`src/rtl/spq_pkg.sv`:
```
// Shared types and constants for the sorted min-priority queue.
// No dependencies; imported by the cell and the top level.
`default_nettype none

package spq_pkg;

    localparam int VALUE_W  = 32;
    localparam int STATUS_W = 2;
    localparam int COUNT_W  = 5;

    localparam logic KIND_PUSH = 1'b0;
    localparam logic KIND_POP  = 1'b1;

    localparam logic [STATUS_W-1:0] ST_DONE      = 2'd0;
    localparam logic [STATUS_W-1:0] ST_POP_EMPTY = 2'd1;
    localparam logic [STATUS_W-1:0] ST_PUSH_FULL = 2'd2;

    localparam logic signed [VALUE_W-1:0] EMPTY_HEAD = '1;

    typedef logic signed [VALUE_W-1:0] value_t;

    typedef struct packed {
        logic   push;
        logic   pop;
        value_t value;
    } op_t;

endpackage

`default_nettype wire

```
`src/rtl/spq_cell.sv`:
```
// One slot of the sorted chain: holds a value, keeps, takes the new word or
// shifts from a neighbour. Depends on spq_pkg.
`default_nettype none

module spq_cell
    import spq_pkg::*;
(
    input  wire logic   aclk,
    input  wire op_t    op,
    input  wire logic   occ,
    input  wire value_t left_val,
    input  wire logic   left_keep,
    input  wire value_t right_val,
    output value_t      val,
    output value_t      val_next,
    output logic        keep
);

    value_t val_reg;

    assign keep = occ && (val_reg < op.value);
    assign val  = val_reg;

    always_comb begin
        val_next = val_reg;
        if (op.push) begin
            if (!keep) begin
                val_next = left_keep ? op.value : left_val;
            end
        end else if (op.pop) begin
            val_next = right_val;
        end
    end

    always_ff @(posedge aclk) begin
        if (op.push || op.pop) begin
            val_reg <= val_next;
        end
    end

endmodule

`default_nettype wire

```
`src/rtl/sorted_min_priority_queue_core.sv`:
```
// Sorted min-priority queue: usage notes.
// Input channel s_*: s_kind selects push (insert s_value) or pop (drop the head).
// Output channel m_*: one word per input word with m_status (done, pop on
// empty, push on full dropped), m_head_value (-1 when empty), m_count and
// m_empty_res, all describing the queue after the operation.
// Values sit in a row of CAPACITY cells in ascending order; every cell
// compares its value with the pushed one and keeps, takes it or shifts in
// the same cycle, so an operation completes in the cycle it is accepted.
// The result is registered and appears on m_* in the cycle after acceptance.
// Throughput: one word per cycle while the receiver takes each result, set by
// the cell update and the one output register.
// A stalled receiver holds the output register; s_ready drops until it is
// taken, so no word is lost.
// Reset (aresetn low, synchronous) empties the queue and clears m_valid;
// cell contents are left as they are and are not read until written.
// Depends on spq_pkg and spq_cell.
`default_nettype none

module sorted_min_priority_queue_core
    import spq_pkg::*;
#(
    parameter int CAPACITY = 16
) (
    input  wire logic                aclk,
    input  wire logic                aresetn,
    input  wire logic                s_valid,
    output logic                     s_ready,
    input  wire logic                s_kind,
    input  wire logic signed [VALUE_W-1:0] s_value,
    output logic                     m_valid,
    input  wire logic                m_ready,
    output logic [STATUS_W-1:0]      m_status,
    output logic signed [VALUE_W-1:0] m_head_value,
    output logic [COUNT_W-1:0]       m_count,
    output logic                     m_empty_res
);

    localparam int CNT_W = $clog2(CAPACITY + 1);

    logic [CNT_W-1:0]          count_reg;
    logic [CNT_W-1:0]          count_next;
    logic                      m_valid_reg;
    logic [STATUS_W-1:0]       status_reg;
    value_t                    head_reg;
    logic [CNT_W-1:0]          out_count_reg;
    logic                      empty_reg;

    logic                      accept;
    logic                      full;
    logic                      empty;
    logic [STATUS_W-1:0]       status_next;
    op_t                       op;

    value_t                    cell_val  [CAPACITY];
    value_t                    cell_nxt  [CAPACITY];
    logic                      cell_keep [CAPACITY];

    logic [CNT_W+COUNT_W-1:0]  count_ext;

    assign s_ready = !m_valid_reg || m_ready;
    assign accept  = s_valid && s_ready;
    assign full    = (count_reg == CNT_W'(CAPACITY));
    assign empty   = (count_reg == '0);

    always_comb begin
        op.push     = accept && (s_kind == KIND_PUSH) && !full;
        op.pop      = accept && (s_kind == KIND_POP) && !empty;
        op.value    = s_value;
        status_next = ST_DONE;
        if (s_kind == KIND_PUSH && full) begin
            status_next = ST_PUSH_FULL;
        end else if (s_kind == KIND_POP && empty) begin
            status_next = ST_POP_EMPTY;
        end
        count_next = count_reg;
        if (op.push) begin
            count_next = count_reg + CNT_W'(1);
        end else if (op.pop) begin
            count_next = count_reg - CNT_W'(1);
        end
    end

    for (genvar g = 0; g < CAPACITY; g++) begin : g_cell
        value_t lv;
        logic   lk;
        value_t rv;
        logic   occ;

        if (g == 0) begin : g_first
            assign lv = s_value;
            assign lk = 1'b1;
        end else begin : g_mid
            assign lv = cell_val[g-1];
            assign lk = cell_keep[g-1];
        end

        if (g == CAPACITY - 1) begin : g_last
            assign rv = cell_val[g];
        end else begin : g_body
            assign rv = cell_val[g+1];
        end

        assign occ = (CNT_W'(g) < count_reg);

        spq_cell u_cell (
            .aclk      (aclk),
            .op        (op),
            .occ       (occ),
            .left_val  (lv),
            .left_keep (lk),
            .right_val (rv),
            .val       (cell_val[g]),
            .val_next  (cell_nxt[g]),
            .keep      (cell_keep[g])
        );
    end

    always_ff @(posedge aclk) begin
        if (!aresetn) begin
            count_reg   <= '0;
            m_valid_reg <= 1'b0;
        end else begin
            if (accept) begin
                count_reg   <= count_next;
                m_valid_reg <= 1'b1;
            end else if (m_ready) begin
                m_valid_reg <= 1'b0;
            end
        end
    end

    always_ff @(posedge aclk) begin
        if (accept) begin
            status_reg    <= status_next;
            head_reg      <= (count_next == '0) ? EMPTY_HEAD : cell_nxt[0];
            out_count_reg <= count_next;
            empty_reg     <= (count_next == '0);
        end
    end

    assign count_ext    = {{COUNT_W{1'b0}}, out_count_reg};
    assign m_valid      = m_valid_reg;
    assign m_status     = status_reg;
    assign m_head_value = head_reg;
    assign m_count      = count_ext[COUNT_W-1:0];
    assign m_empty_res  = empty_reg;

    a_count_bound: assert property (@(posedge aclk) disable iff (!aresetn)
        count_reg <= CNT_W'(CAPACITY))
        else $error("stored count above capacity");

    a_result_follows: assert property (@(posedge aclk) disable iff (!aresetn)
        accept |=> m_valid)
        else $error("accepted word gave no result");

    a_push_grows: assert property (@(posedge aclk) disable iff (!aresetn)
        op.push |=> count_reg == $past(count_reg) + CNT_W'(1))
        else $error("push did not grow the queue");

    a_pop_empty_flag: assert property (@(posedge aclk) disable iff (!aresetn)
        m_valid && m_status == ST_POP_EMPTY |-> m_empty_res && out_count_reg == '0)
        else $error("pop on empty reported a non-empty queue");

    a_full_drop: assert property (@(posedge aclk) disable iff (!aresetn)
        m_valid && m_status == ST_PUSH_FULL |-> out_count_reg == CNT_W'(CAPACITY))
        else $error("push dropped while not full");

endmodule

`default_nettype wire
```
`config.mk`:
```
export PLATFORM = sky130hd
export DESIGN_NAME = sorted_min_priority_queue_core
export DESIGN_NICKNAME = d
export VERILOG_FILES = /design/src/rtl/spq_pkg.sv /design/src/rtl/spq_cell.sv /design/src/rtl/sorted_min_priority_queue_core.sv
export SDC_FILE = /design/constraint.sdc
export NUM_CORES = 2
export LEC_CHECK = 0
export BUFFER_PORTS_ARGS = -buffer_cell sky130_fd_sc_hd__buf_4
export CAP_MARGIN = 10
export CORE_UTILIZATION = 44
export DETAILED_ROUTE_END_ITERATION = 7
export HOLD_SLACK_MARGIN = 0.03
export PLACE_DENSITY = 0.65
export SYNTH_ARGS = -nofsm -noshare
export SYNTH_HDL_FRONTEND = slang
export SYNTH_HIERARCHICAL = 1
export SYNTH_SLANG_ARGS = --single-unit
```
`constraint.sdc`:
```
create_clock -name aclk -period 6.4 [get_ports aclk]
set_input_delay 0.96 -clock aclk [delete_from_list [all_inputs] [get_ports aclk]]
set_output_delay 0.96 -clock aclk [all_outputs]
set_load 0.005 [all_outputs]
```
# Word-level counts from Yosys, hierarchy flattened
# Cells that the tools add are included.
[classes]
n_shift = 0
mul = 0
muxes = 65
n_addsub = 2
div_mod_pow = 0
magnitude_cmp = 32
n_eq_ne = 15
bitwise_logic = 2
n_reduce_logical = 47
[op_table]
columns = ["op", "count"]
rows = [
  ["32-bit two-way mux", 60],
  ["32-bit < comparator", 16],
  ["3-bit AND reduction", 15],
  ["4-bit by 5-bit < comparator with 1-bit output, first input constant", 8],
  ["2-bit inequality test, second input constant", 14],
  ["1-bit logical AND", 23],
  ["3-bit by 5-bit < comparator with 1-bit output, first input constant", 4],
  ["5-bit zero test", 2],
  ["1-bit by 5-bit < comparator with 1-bit output, first input constant", 2],
  ["2-bit by 5-bit < comparator with 1-bit output, first input constant", 2],
  ["5-bit two-way mux", 2],
  ["5-bit by 1-bit adder with 5-bit output, second input constant", 1],
  ["5-bit == test, second input constant", 1],
  ["5-bit by 1-bit subtractor with 5-bit output, second input constant", 1],
  ["2-bit nonzero test", 2],
  ["1-bit zero test", 3],
  ["1-bit two-way mux", 3],
  ["1-bit logical OR", 2],
  ["1-bit inverter", 2],
]
[word_totals]
latch_bits = 0
ram_bits = 0
out_inout_bits = 42
n_memories = 0
reg_bits = 558
romBits = 0
input_bits = 37
elab_cells = 185

# Longest topological paths before layout
[logic_depth]
ltp_word = 8
mapped_depth = 15
mapped_depth_nobuf = 13

# Modules after synthesis
# The synthesis kept the hierarchy.
[by_module_without_submodules]
columns = ["module", "instances", "seq_area_each_um2", "cells_per_inst", "area_per_inst_um2"]
rows = [
  ["spq_cell at g_cell[0].u_cell ...", 15, 960.9, 338, 3314.4],
  ["spq_cell at g_cell[9].u_cell", 1, 960.9, 334, 3012.9],
  ["sorted_min_priority_queue_core", 1, 1321.3, 183, 2222.1],
]

# Worst setup path before layout
# Ideal clock, no wire load.
[synth_path]
path_kind = "input-to-reg"
startpoint = "in m_ready"
endpoint = "reg g_cell[9].u_cell.val_reg[0], enable pin"
t_arrival_ns = 5.467
stages = 9
path_buffers = 3
path_slack_ns = 0.546
cell_sequence = "nand2b_1 -> clkbuf_1 -> nand2_1 -> inv_1 -> o211a_1 -> clkbuf_1 -> clkbuf_1 -> nor2_1 -> inv_1"
[synth_rtl]
columns = ["element", "line", "text"]
rows = [
  ["start: declaration", "sorted_min_priority_queue_core.sv:31", "input wire logic m_ready,"],
  ["end signal: assignment", "spq_cell.sv:37", "val_reg <= val_next;"],
  ["end: declaration", "spq_cell.sv:19", "value_t val_reg;"],
]

==> impl_results.md <==
* Initial antenna violation count at 10
* Simple-Gate Fraction of Synth Area at between 10% and 20%
* Worst Path Required at 6.80 ns
* Nets at roughly 6000
* Worst-Skew Late Latency at roughly 0.66 ns
* Crit-path max FO at 46
* Wirelength per Cell at 24.3 um
* Failing checks: DRC
* Cts bufs inserted at 72
* Final Hold Viols at 0
* Power density over the cells at between 300 and 400 nW/um2
* Setup WS post-layout at approximately 1.8 ns
* Vias at around 46000
* Fillers at between 10000 and 15000
* Final wirelength at 174 mm
* Ratio of cells with drive above 1 in the final layout at ~10%
* Syn_nets at slightly above 6000
* Top post-synthesis cells by area: edfxtp_1 30%, ha_1 11%, mux2i_1 8.2%
* Post-CTS Setup Inserts at 0
* Relative slew slack at roughly 17%
* Mux share of post-synthesis cell area at between 9 and 10%
* PnR Total Power at roughly 18 mW
* Synth Flop Type: edfxtp_1
* Cell count after synthesis at between 5000 and 6000
* Gr usage total at between 20% and 30%
* Count leader, synth: nand2_1
* DR iter-0 viols at about 5100
* Share of the synthesized area in the top cell type at between 30% and 40%
* Die Span Y at approximately 360 um
* First-pass iteration count of the detailed router at 8
* Post-route DRC violation count at 55
* Hpwl dp at 122 mm
* Max Cap Viol at 0
* R2R cell count at 11
* Root Buffer: clkbuf_16
* Synth warnings at 6
* Main combinational cell family by area after synthesis: compound AO/OA/AOI/OAI gates
* Worst Path Class, Setup: in -> reg
* Complex-gate fraction of the synthesized area at roughly 27%
* Post-Synth Adder-Cell Area at a little under an eighth
* CP Launch Type: input pin
* Max Freq at between 0.2 and 0.25 GHz
* Seq/Total Area, Yosys at between 30% and 40%
* Hold path cells at 2
* Fin Setup TNS at 0 ns
* Status: finished, violations left
* Seq cells post-synth at roughly 560
* Leading area contributor after synthesis: edfxtp_1
* Endpoints failing setup at 0
* Die ar. at 126000 um2
* Final GP Congestion at slightly below 0.9
* Post-synth EDFFs at around 550
* # IOs at 79
* Post-route ant nets at 0
* First-pass GRT wire length at 267 mm
* Via/cell ratio at 6.36
* Slew @ Worst Pin at 1.24 ns
* Total leakage power at around 24 nW
* Unrepaired setup endpoints after global routing: false
* Hold Path Class: in -> reg
* Gr ovfl total at 0
* # resized after CTS at 0
* Synth Cell Area at about 55000 um2
* Slew Limit Fails at 0
* Distinct cell type count after synthesis at 65
* Number of flip-flops under the largest register name at approximately 510
* DP Worst Slack at roughly 1.2 ns
* Clock sink count at between 500 and 600
* Worst Path Arrival at 5.02 ns
* Minimum hold slack at ~0.65 ns
* Vias in the first global route at 44200
* Area grow syn2layout at 7.99%
* Clock Skew at around 0.023 ns
* Starting density of the core at between 40% and 50%
* Clock Path Buffers at 3
* Final min period at approximately 4.6 ns
* Maximum vdd drop at 224 uV
* Port bufs at around 80
* CTS tree: built
* CTS H-Tree Depth at 3
* Die X-Extent at 355 um
* CP endpoint kind: flip-flop
* Synth top cells by count: 625 x nand2_1, 553 x inv_1, 552 x edfxtp_1, 510 x nor2b_1, 500 x ha_1
* Fraction of registers with async set/reset at 0%
* Fin crit share at roughly 72%
* Core ar. at 124000 um2
* CTS Hold Bufs at 0
* Num rows at approximately 130
* Post-Syn Area per Cell at 9.84 um2
* Post-Synth XOR/XNOR Area at less than 1%
* Largest net degree at the start of global routing at approximately 180
* Clock Pin Slew Worst Setup and Hold Paths at 0.06 ns
## path summary, 6_finish.rpt
| check | slack, ns | end | startpoint |
|---|---|---|---|
| worst max-delay path | 1.78 | g_cell[4].u_cell/val[8] | s_value[2] |
| worst min register to register | 0.66 | g_cell[5].u_cell/val[0] | g_cell[6].u_cell/val[0] |
| worst max register to register | 2.07 | g_cell[4].u_cell/val[8] | g_cell[3].u_cell/val[2] |
| worst min-delay path | 0.65 | count_reg[4] | aresetn |
## stage by stage
stage / util (%) / instances / instance area (um2)
2_1_floorplan: - / 5587 / 55000
3_3_place_gp: 46.1 / 7035 / 57000
3_5_place_dp: 46.1 / 7035 / 57000
4_1_cts: 47.9 / 7166 / 59300
5_1_grt: 47.9 / 7166 / 59300
6_report: 47.9 / 7169 / 59300
## layout make-up
type	count	area (um2)	share of cell area, %
clock buffer	89	1910	3.21
tap	1637	2050	3.45
antenna	3	7.51	0.0127
multi-input combinational	4093	34500	58.1
sequential	558	16700	28.1
timing repair buffer	194	1760	2.96
inverter	553	2080	3.50
clock inverter	42	399	0.673
## kinds of logic (layout without fill, tap and decap cells)
| family | after synthesis | after routing |
|---|---|---|
| and+or+nand+nor | 1515 | 1515 |
| xor gates and xnor gates | 18 | 18 |
| muxes | 497 | 497 |
| other | 1 | 4 |
| DFF | 558 | 558 |
| AOI/OAI and AO/OA | 1562 | 1562 |
| adders and majority gates | 500 | 500 |
| buffers and inverters | 936 | 878 |
## report_power, final
| part | switching (mW) | internal, mW | total [mW] |
|---|---|---|---|
| logic | 4.20 | 3.69 | 7.90 |
| registers | 1.17 | 5.24 | 6.41 |
| clock network | 1.76 | 2.37 | 4.12 |
| total | 7.13 | 11.3 | 18.4 |
## routing by layer
| layer | wire [um] | vias up | track usage [%] |
|---|---|---|---|
| li1 | - | 21000 | - |
| met1 | 74200 | 22600 | 35.5 |
| met2 | 81600 | 1647 | 44.2 |
| met3 | 11500 | 374 | 3.85 |
| met4 | 6620 | 8 | 10.1 |
| met5 | 46 | - | 0 |
## layout by cell type (no fill, tap or decap), drive strengths merged, types with 17 or more instances in the layout
cell,instances
clkinv,34
nor2,130
o221a,482
buf,194
and4,30
xnor2,18
inv,553
a211o,496
o21bai,32
o21a,17
a21oi,258
o21ai,77
mux2i,467
ha,500
nand2b,32
edfxtp,552
mux2,30
o221ai,45
a211oi,20
nor3,34
nand4,63
nor2b,510
clkbuf,89
a21o,60
nand2,625
and3,17
nand3,35
## critical path, cell delays in order
cell and delay [ns]:
buf_4 0.38, inv_1 0.10, ha_1 0.32, a211o_1 0.29, a31oi_1 0.17, o221ai_1 0.30
a41o_1 0.33, nor3_4 0.33, mux2i_4 0.81, buf_12 0.37, mux2i_1 0.25, nand2_1 0.09
o221a_4 0.26
(Power assumes the default switching activity.)
